## config.mk

```make
export PLATFORM = sky130hd
export DESIGN_NAME = esuc_cfg_regs
export DESIGN_NICKNAME = d
export VERILOG_FILES = /design/src/rtl/esuc_pkg.sv /design/src/rtl/esuc_cfg_regs.sv
export SDC_FILE = /design/constraint.sdc
export NUM_CORES = 1
export LEC_CHECK = 0
export BUFFER_PORTS_ARGS = -buffer_cell sky130_fd_sc_hd__buf_4
export CAP_MARGIN = 10
export CELL_PAD_IN_SITES_DETAIL_PLACEMENT = 0
export CELL_PAD_IN_SITES_GLOBAL_PLACEMENT = 2
export CORE_MARGIN = 5
export CORE_UTILIZATION = 28
export CTS_CLUSTER_DIAMETER = 200
export DETAILED_ROUTE_END_ITERATION = 8
export GPL_ROUTABILITY_DRIVEN = 0
export PLACE_DENSITY = 0.72
export SETUP_SLACK_MARGIN = 0.15
export SYNTH_ARGS = -nofsm -noshare
export SYNTH_HDL_FRONTEND = slang
export SYNTH_SLANG_ARGS = --single-unit
```

## constraint.sdc

```tcl
create_clock -name clk -period 1.05 [get_ports clk]
set_input_delay 0.21 -clock clk [delete_from_list [all_inputs] [get_ports clk]]
set_output_delay 0.21 -clock clk [all_outputs]
set_load 0.005 [all_outputs]
```

## src/rtl/esuc_pkg.sv

```systemverilog
// Shared constants, types and the cosine table builder for the swing-up controller.
package esuc_pkg;

  localparam int COS_TABLE_BITS_DEF = 10;

  localparam int CFG_IDX_W  = 3;
  localparam int CFG_DATA_W = 16;

  localparam logic [CFG_IDX_W-1:0] REG_GRAVITY     = 3'd0;
  localparam logic [CFG_IDX_W-1:0] REG_POLE_MASS   = 3'd1;
  localparam logic [CFG_IDX_W-1:0] REG_POLE_LENGTH = 3'd2;
  localparam logic [CFG_IDX_W-1:0] REG_DRIVE_LIMIT = 3'd3;
  localparam logic [CFG_IDX_W-1:0] REG_CATCH_ANGLE = 3'd4;

  localparam logic [15:0] GRAVITY_RST     = 16'd2510;
  localparam logic [15:0] POLE_MASS_RST   = 16'd4915;
  localparam logic [15:0] POLE_LENGTH_RST = 16'd9699;
  localparam logic [14:0] DRIVE_LIMIT_RST = 15'd4096;
  localparam logic [14:0] CATCH_ANGLE_RST = 15'd2867;

  // pi in Q4.12 and the rad-to-turn scale in Q0.44 per Q4.12 LSB
  localparam logic signed [16:0] PI_Q12     = 17'sd12868;
  localparam logic [29:0]        TURN_SCALE = 30'd683565276;
  localparam logic signed [16:0] ONE_Q14    = 17'sd16384;

  typedef struct packed {
    logic [15:0] gravity;
    logic [15:0] pole_mass;
    logic [15:0] pole_length;
    logic [14:0] drive_limit;
    logic [14:0] catch_angle;
  } cfg_t;

  // Cosine of z/65536 of a quarter turn, Q14, evaluated at elaboration only.
  function automatic logic [14:0] cos_quarter_q14(input logic [16:0] z);
    logic [63:0]        theta;
    logic [63:0]        x2;
    logic [63:0]        h;
    logic signed [63:0] c;
    theta = 64'(z) * 64'd25736;
    x2    = (theta * theta) >> 30;
    h     = 64'd1073741824 - x2 / 64'd90;
    h     = 64'd1073741824 - ((x2 * h) >> 30) / 64'd56;
    h     = 64'd1073741824 - ((x2 * h) >> 30) / 64'd30;
    h     = 64'd1073741824 - ((x2 * h) >> 30) / 64'd12;
    c     = signed'(64'd1073741824 - ((x2 * h) >> 30) / 64'd2);
    if (c < 0) begin
      c = 64'sd0;
    end
    return 15'((64'(c) + 64'd32768) >> 16);
  endfunction

endpackage

```

## src/rtl/esuc_cfg_regs.sv

```systemverilog
// Configuration register file with reset values and index decode.
module esuc_cfg_regs (
  input  logic                           clk,
  input  logic                           rst,
  input  logic                           wr_en,
  input  logic [esuc_pkg::CFG_IDX_W-1:0]  wr_index,
  input  logic [esuc_pkg::CFG_DATA_W-1:0] wr_data,
  output esuc_pkg::cfg_t                 cfg
);
  import esuc_pkg::*;

  always_ff @(posedge clk) begin
    if (rst) begin
      cfg.gravity     <= GRAVITY_RST;
      cfg.pole_mass   <= POLE_MASS_RST;
      cfg.pole_length <= POLE_LENGTH_RST;
      cfg.drive_limit <= DRIVE_LIMIT_RST;
      cfg.catch_angle <= CATCH_ANGLE_RST;
    end else if (wr_en) begin
      // indexes past the list are dropped
      unique case (wr_index)
        REG_GRAVITY:     cfg.gravity     <= wr_data;
        REG_POLE_MASS:   cfg.pole_mass   <= wr_data;
        REG_POLE_LENGTH: cfg.pole_length <= wr_data;
        REG_DRIVE_LIMIT: cfg.drive_limit <= wr_data[14:0];
        REG_CATCH_ANGLE: cfg.catch_angle <= wr_data[14:0];
        default: ;
      endcase
    end
  end
endmodule

```

==> impl_metrics.env, run 1 <==
export IMPL_status="completed"
export IMPL_worst_slew_pin_transition_ps=287
export IMPL_holdPathStages=3
export IMPL_rsz0062_at_grt="yes"
export IMPL_dp_hpwl_mm=6.17
export IMPL_drc=0
export IMPL_netlist_area_sq_mm=0.00311
export IMPL_power_uw=5930
export IMPL_area_growth_syn_to_layout_pct=57.9
export IMPL_drive_gt1_share_pct=55.1
export IMPL_routed_wl_mm=8.86
export IMPL_r2r_start="cfg[48]"
export IMPL_cap_violations=0
export IMPL_drt_initial_drc_count=68
export IMPL_holdCritPathClass="in -> reg"
export IMPL_ir_worst_vdd_mv=0.757
export IMPL_setup_violations_final=0
export IMPL_leakage_uw=0.00224
export IMPL_layout_commonest_cell="buf_6"
export IMPL_max_slew_margin_rel_pct=80.8
export IMPL_slew_viol_final=0
export IMPL_ys_top_cells_by_area="dfxtp_1 50%, mux2i_1 25%, nand2b_1 13%"
export IMPL_layout_common_cells="82 x buf_6, 78 x mux2i_1, 78 x dfxtp_2"
export IMPL_critical_path_arrival_ps=790
export IMPL_regMostFlops="cfg"
export IMPL_syn_area_per_cell_sq_um=10.6
export IMPL_grt_max_degree=38
export IMPL_hold_viol_final=0
export IMPL_placement_cell_area_sq_mm=0.00416
export IMPL_worst_hold_slack_ps=139
export IMPL_final_cell_area_sq_mm=0.00491
export IMPL_worst_setup_path_type="reg -> out"
export IMPL_cts_tree="built"
export IMPL_r2r_setup_slack_ps=240
export IMPL_powerDensity_mw_per_mm2=1210
export IMPL_via_per_inst=4.37
export IMPL_hold_path_end="cfg[23]"
export IMPL_yosysSeqAreaShare_pct=50.2
export IMPL_synth_nets=315
export IMPL_grt_pass1_vias=2508
export IMPL_core_area_sq_mm=0.0109
export IMPL_r2r_end="cfg[48]"
export IMPL_hold_start="wr_data[8]"
export IMPL_fin_crit_sh_pct=95.4
export IMPL_yosys_area_top_type_share_pct=50.2
export IMPL_firstDrtPassIters=4
export IMPL_cts_sinks=78
export IMPL_clk_latency_ps=340
export IMPL_fillCellCount=1081
export IMPL_post_route_util_pct=45.1
export IMPL_clockBufferDepth=2
export IMPL_io_pins=100
export IMPL_yosys_warnings=0
export IMPL_die_x_um=115
export IMPL_cts_buffers=9
export IMPL_cpPeakStageDelay_ps=340
export IMPL_crit_required_ps=840
export IMPL_cp_slowest_cell="dfxtp_2"
export IMPL_grt_pass1_wl_mm=13.6
export IMPL_cts_max_level=3
export IMPL_initial_core_util_pct=28.6
export IMPL_worstPathCellList="buf_6"
export IMPL_cp_num_buf_inv=1
export IMPL_netlist_instances=293
export IMPL_fmax_mhz=999
export IMPL_cp_start_kind="flop"
export IMPL_clk_pin_slew_worst_paths_ps=90
export IMPL_num_antenna_cells=0
export IMPL_finClkSkew_ps=0
export IMPL_ys_ff_latch=78
export IMPL_row_count=38
export IMPL_wire_per_inst_um=15.7
export IMPL_largest_reg_flops=78
export IMPL_vias=2463
export IMPL_crit_fanout=2
export IMPL_grtUsageTotal_pct=13.4
export IMPL_root_buffer="clkbuf_8"
export IMPL_portBuffers=99
export IMPL_drtAntennaViolNets=0
export IMPL_synth_top_cell_by_area="dfxtp_1"
export IMPL_reg_top3="cfg x78"
export IMPL_die_h_um=115
export IMPL_period_minus_slack_ps=1000
export IMPL_grt_ovfl_total=0
export IMPL_layout_nets=441
export IMPL_crit_path_end_kind="output pin"
export IMPL_reg2reg_depth=4
export IMPL_synth_distinct_cells=14
export IMPL_die_area_sq_mm=0.0133
export IMPL_antenna_found_initial=0
export IMPL_critPathTopFamily="flip-flops"
[power breakdown]
part           switching, uW  internal [uW]  total (uW)
combinational            268            381         648
clock                   1120           1080        2200
sequential              47.0           3030        3080
total                   1430           4490        5930
[synth_stat cells, drive strengths merged]
cell type  instances
buf               10
clkbuf            11
mux2i             78
nor4b              1
or4b               1
and4b              1
nand4b             1
nor4bb             2
dfxtp             78
nor2              44
nand4bb            2
nand2b            64
[layer usage]
layer	vias up	GRT usage, %	wire (um)
met1	1168	16.7	3920
met2	72	21.8	4150
met5	-	0	0
li1	1218	-	-
met3	5	5.95	731
met4	0	2.58	56
[tightest hold or removal path, stage by stage]
cell and delay, ps:
buf_4 120, nand2b_1 60, mux2i_1 60
[area by class of cell]
type / count / area (sq um) / share of cell area [%]
timing repair buffer: 135 / 1400 / 28.6
clock buffer: 9 / 124 / 2.52
tap: 140 / 175 / 3.56
clock inverter: 6 / 63.8 / 1.30
multi-input combinational: 195 / 1490 / 30.3
sequential: 78 / 1660 / 33.8
[kinds of logic (layout without fill, tap and decap cells)]
group / count (synthesis) / after routing / synth area share, %
buffers and inverters: 21 / 150 / 3.50
DFF: 78 / 78 / 50.2
muxes: 78 / 78 / 25.1
and+or+nand+nor: 116 / 117 / 21.2
[through the flow]
stage / std cells / setup TNS (ps) / worst slack, ps
finish: 563 / 0 / 48.7
global route: 563 / -14.8 / -8.54
CTS: 555 / 0 / 21.8
detailed placement: 534 / -13270 / -257
global placement: 534 / -11540 / -246
floorplan: 293 / -640 / -68.9
[how the worst max path moves through the flow]
| stage | cells past startpoint | from | end | slack, ps |
|---|---|---|---|---|
| 6_report | 1 | cfg[76] | cfg[76] | 50 |
| 5_1_grt | 1 | cfg[41] | cfg[41] | -9 |
| 4_1_cts | 1 | cfg[22] | cfg[22] | 20 |
| 3_5_place_dp | 3 | wr_index[1] | cfg[70] | -260 |
| 3_3_place_gp | 3 | wr_index[0] | cfg[70] | -250 |
| 2_1_floorplan | 3 | wr_index[0] | cfg[70] | -70 |
[timing repair]
| item | CTS | global route |
|---|---|---|
| pin swaps | 0 | 3 |
| cloned | 1 | 1 |
| hold buffers | 0 | 0 |
| resized for setup | 159 | 10 |
| setup buffers | 5 | 7 |
| endpoints found under the setup margin | 94 | 107 |
No activity file was read; power rests on OpenSTA's default activity.
==> inputs of run 2 (changes only) <==
--- a/config.mk
+++ b/config.mk
@@ -6,7 +6,7 @@
 export NUM_CORES = 1
 export LEC_CHECK = 0
 export BUFFER_PORTS_ARGS = -buffer_cell sky130_fd_sc_hd__buf_4
-export CAP_MARGIN = 10
+export CAP_MARGIN = 20
 export CELL_PAD_IN_SITES_DETAIL_PLACEMENT = 0
 export CELL_PAD_IN_SITES_GLOBAL_PLACEMENT = 2
 export CORE_MARGIN = 5
==> constraint.sdc (replaced) <==
create_clock -name clk -period 0.85 [get_ports clk]
set_input_delay 0.17 -clock clk [delete_from_list [all_inputs] [get_ports clk]]
set_output_delay 0.17 -clock clk [all_outputs]
set_load 0.005 [all_outputs]
==> run 2 against run 1 <==
Compared with the run above: the flow now finishes with violations (setup timing); clock power is 37% higher; design area is 3.4% higher; power is 30% higher; first-iteration DRC count is 26% lower; clock skew stayed put; hold slack worse by 33 ps; critical endpoint is now cfg[36]; largest cell class unchanged.
==> impl_metrics.env, run 2 (synthesized netlist as in run 1, its figures left out) <==
export IMPL_vias=2477
export IMPL_area_growth_syn_to_layout_pct=63.3
export IMPL_io_pins=100
export IMPL_dp_hpwl_mm=6.25
export IMPL_period_minus_slack_ps=959
export IMPL_root_buffer="clkbuf_8"
export IMPL_firstDrtPassIters=4
export IMPL_layout_nets=440
export IMPL_cap_violations=0
export IMPL_die_x_um=115
export IMPL_critical_path_arrival_ps=790
export IMPL_setup_tns_final_ps=-7590
export IMPL_grt_ovfl_total=0
export IMPL_hold_viol_final=0
export IMPL_wire_per_inst_um=16.4
export IMPL_layout_common_cells="88 x buf_6, 78 x mux2i_1, 78 x dfxtp_2"
export IMPL_fin_crit_sh_pct=113
export IMPL_cts_tree="built"
export IMPL_clockBufferDepth=2
export IMPL_powerDensity_mw_per_mm2=1520
export IMPL_clk_pin_slew_worst_paths_ps=80
export IMPL_layout_commonest_cell="buf_6"
export IMPL_worst_setup_path_type="reg -> out"
export IMPL_leakage_uw=0.00232
export IMPL_cts_sinks=78
export IMPL_cpPeakStageDelay_ps=360
export IMPL_final_setup_worst_slack_ps=-109
export IMPL_worst_slew_pin_transition_ps=309
export IMPL_die_h_um=115
export IMPL_max_slew_margin_rel_pct=79.3
export IMPL_placement_cell_area_sq_mm=0.00420
export IMPL_holdCritPathClass="in -> reg"
export IMPL_die_area_sq_mm=0.0133
export IMPL_portBuffers=99
export IMPL_drc=0
export IMPL_core_area_sq_mm=0.0109
export IMPL_worstPathCellList="buf_6"
export IMPL_clk_latency_ps=340
export IMPL_largest_reg_flops=78
export IMPL_crit_fanout=2
export IMPL_row_count=38
export IMPL_antenna_found_initial=0
export IMPL_cp_start_kind="flop"
export IMPL_power_uw=7710
export IMPL_cp_slowest_cell="dfxtp_2"
export IMPL_drive_gt1_share_pct=57.2
export IMPL_grt_pass1_vias=2704
export IMPL_grt_pass1_wl_mm=14.8
export IMPL_regMostFlops="cfg"
export IMPL_cts_buffers=9
export IMPL_reg_top3="cfg x78"
export IMPL_grtUsageTotal_pct=14.5
export IMPL_drt_initial_drc_count=50
export IMPL_finClkSkew_ps=0
export IMPL_via_per_inst=4.40
export IMPL_violations="setup timing"
export IMPL_rsz0062_at_grt="yes"
export IMPL_cts_max_level=3
export IMPL_cp_num_buf_inv=1
export IMPL_slew_viol_final=0
export IMPL_drtAntennaViolNets=0
export IMPL_num_antenna_cells=0
export IMPL_ir_worst_vdd_mv=0.874
export IMPL_status="finished with violations"
export IMPL_critPathTopFamily="flip-flops"
export IMPL_crit_required_ps=680
export IMPL_final_cell_area_sq_mm=0.00508
export IMPL_fillCellCount=1043
export IMPL_post_place_ws_ps=-489
export IMPL_cts_hold_buf=0
export IMPL_grt_max_degree=33
export IMPL_initial_core_util_pct=28.6
export IMPL_crit_path_end_kind="output pin"
export IMPL_fmax_mhz=1040
export IMPL_setup_violations_final=92
export IMPL_routed_wl_mm=9.25
## run 2: cell count changes in the layout (fill, tap and decap cells not counted), sizes merged
cell and change:
clkinv -3, clkinvlp -1, clkbuf +4
## run 2: final cells by class
class / instances / area, sq um / share of cell area, %
multi-input cells: 195 / 1570 / 30.9
well taps: 140 / 175 / 3.45
repair buffers: 134 / 1460 / 28.7
clock buffers: 14 / 183 / 3.60
flip-flops and latches: 78 / 1660 / 32.7
clock inverters: 2 / 37.5 / 0.739
## run 2: report_power, final
group	switching, uW	internal [uW]	total, uW
Clock	1340	1680	3020
Combinational	361	518	879
Sequential	60.9	3750	3810
## run 2: through the flow
stage	cells	hold WS [ps]	utilization, %
2_1_floorplan	293	317	-
4_1_cts	557	81.2	46.3
3_5_place_dp	532	464	38.6
5_1_grt	563	92.9	46.7
6_report	563	106	46.7
3_3_place_gp	532	447	38.6
## run 2: layer usage
metal,up-vias,GRT usage [%],share of wire (%),wire length (um)
met2,65,23.0,47,4310
met1,1182,19.1,45,4170
li1,1222,-,-,-
met3,8,4.86,7.5,695
met4,0,3.76,0.80,74
met5,-,0,0,0
## run 2: path summary, 6_finish.rpt
| check | from | end | cells after the start | slack [ps] |
|---|---|---|---|---|
| max | cfg[36] | cfg[36] | 1 | -110 |
| min | wr_data[10] | cfg[40] | 3 | 110 |
| max reg2reg | cfg[1] | cfg[1] | 3 | 120 |
| min reg2reg | cfg[45] | cfg[45] | 2 | 480 |
## run 2: repair_timing
item / CTS / global route
buffers inserted: 7 / 6
gates resized for setup: 185 / 0
pin swaps: 7 / 2
cloned: 2 / 0
endpoints found under the setup margin: 156 / 156
==> inputs of run 3 (changes only) <==
--- a/config.mk
+++ b/config.mk
@@ -14,8 +14,9 @@
 export CTS_CLUSTER_DIAMETER = 200
 export DETAILED_ROUTE_END_ITERATION = 8
 export GPL_ROUTABILITY_DRIVEN = 0
-export PLACE_DENSITY = 0.72
+export PLACE_DENSITY_LB_ADDON = 0.1
 export SETUP_SLACK_MARGIN = 0.15
+export SKIP_LAST_GASP = 1
 export SYNTH_ARGS = -nofsm -noshare
 export SYNTH_HDL_FRONTEND = slang
 export SYNTH_SLANG_ARGS = --single-unit
==> run 3 against run 2 <==
Compared with the run above: the run still ends with setup timing left; highest routed layer unchanged; global-route usage shrank 1.3 points; flip-flop and latch count stayed put; sequential power about the same; register-to-register slack got worse by 40 ps; non-clock buffer count grew 5; clock skew is the same; design area increased by 1.6%; critical path depth is the same; critical path type unchanged.
==> impl_metrics.env, run 3 (synthesized netlist as in run 1, its figures left out) <==
export IMPL_reg_top3="cfg x78"
export IMPL_grt_max_degree=45
export IMPL_cpPeakStageDelay_ps=360
export IMPL_crit_required_ps=680
export IMPL_via_per_inst=4.38
export IMPL_slew_viol_final=0
export IMPL_worst_setup_path_type="reg -> out"
export IMPL_wire_per_inst_um=15.8
export IMPL_drt_initial_drc_count=108
export IMPL_layout_common_cells="87 x buf_6, 78 x mux2i_1, 78 x dfxtp_2"
export IMPL_worstPathCellList="buf_6"
export IMPL_cp_start_kind="flop"
export IMPL_powerDensity_mw_per_mm2=1500
export IMPL_grt_pass1_wl_mm=13.7
export IMPL_status="finished with violations"
export IMPL_leakage_uw=0.00236
export IMPL_crit_path_end_kind="output pin"
export IMPL_ir_worst_vdd_mv=0.550
export IMPL_core_area_sq_mm=0.0109
export IMPL_cts_buffers=9
export IMPL_critical_path_arrival_ps=790
export IMPL_row_count=38
export IMPL_layout_nets=445
export IMPL_worst_slew_pin_transition_ps=261
export IMPL_cts_sinks=78
export IMPL_die_x_um=115
export IMPL_grt_pass1_vias=2611
export IMPL_clk_pin_slew_worst_paths_ps=70
export IMPL_drtAntennaViolNets=0
export IMPL_antenna_found_initial=0
export IMPL_cts_max_level=3
export IMPL_setup_violations_final=88
export IMPL_largest_reg_flops=78
export IMPL_finClkSkew_ps=0
export IMPL_period_minus_slack_ps=963
export IMPL_num_antenna_cells=0
export IMPL_io_pins=100
export IMPL_initial_core_util_pct=28.6
export IMPL_fin_crit_sh_pct=113
export IMPL_grt_ovfl_total=0
export IMPL_grtUsageTotal_pct=13.2
export IMPL_rsz0062_at_grt="yes"
export IMPL_cp_slowest_cell="dfxtp_2"
export IMPL_die_area_sq_mm=0.0133
export IMPL_cts_tree="built"
export IMPL_critPathTopFamily="flip-flops"
export IMPL_drive_gt1_share_pct=58.3
export IMPL_clk_latency_ps=340
export IMPL_cp_num_buf_inv=1
export IMPL_root_buffer="clkbuf_8"
export IMPL_regMostFlops="cfg"
export IMPL_layout_commonest_cell="buf_6"
export IMPL_violations="setup timing"
export IMPL_power_uw=7750
export IMPL_firstDrtPassIters=4
export IMPL_final_setup_worst_slack_ps=-113
export IMPL_cap_violations=0
export IMPL_post_place_ws_ps=-435
export IMPL_fmax_mhz=1040
export IMPL_max_slew_margin_rel_pct=82.6
export IMPL_crit_fanout=2
export IMPL_portBuffers=99
export IMPL_cts_hold_buf=0
export IMPL_area_growth_syn_to_layout_pct=65.9
export IMPL_vias=2486
export IMPL_dp_hpwl_mm=5.92
export IMPL_die_h_um=115
export IMPL_holdCritPathClass="in -> reg"
export IMPL_routed_wl_mm=8.95
export IMPL_clockBufferDepth=2
export IMPL_drc=0
export IMPL_hold_viol_final=0
-- run 3: layer usage --
layer	GRT usage, %	wire [um]	vias up
li1	-	-	1229
met1	17.8	4180	1176
met2	20.3	4040	72
met3	3.97	620	9
met4	4.46	109	0
met5	0	0	-
-- run 3: final timing paths --
| check | from | cells past startpoint | slack (ps) | end |
|---|---|---|---|---|
| hold reg to reg | cfg[16] | 2 | 480 | cfg[16] |
| setup reg to reg | cfg[29] | 4 | 80 | cfg[29] |
| hold / removal | wr_data[1] | 3 | 100 | cfg[16] |
| setup / recovery | cfg[73] | 1 | -110 | cfg[73] |
-- run 3: timing repair --
item                       in CTS  in global routing
setup buffers                   5                 14
gates resized for setup       176                 16
setup endpoints to repair     153                152
pin swaps                       4                  3
gates cloned                    1                  2
-- run 3: final cells by class --
class	count	area, sq um
Clock buffer	12	145
Clock inverter	3	68.8
Fill cell	1035	5720
Multi-Input combinational cell	195	1590
Sequential cell	78	1660
Tap cell	140	175
Timing Repair Buffer	139	1530
-- run 3: power by group --
part           total [uW]  switching [uW]  internal [uW]  leakage, uW
Combinational         888             355            533      0.00161
Sequential           3810            61.2           3750     0.000642
Clock                3060            1330           1730     0.000107
-- run 3: per-stage QoR --
stage | hold slack (ps) | TNS [ps] | util (%) | cell area (sq um) | instances
6_report | 99.9 | -7900 | 47.4 | 5160 | 567
3_3_place_gp | 442 | -24710 | 38.5 | 4190 | 530
4_1_cts | 83.5 | -9450 | 45.4 | 4940 | 551
3_5_place_dp | 457 | -25200 | 38.5 | 4190 | 530
5_1_grt | 108 | -11490 | 47.4 | 5160 | 567
2_1_floorplan | 317 | -4500 | - | 3230 | 293
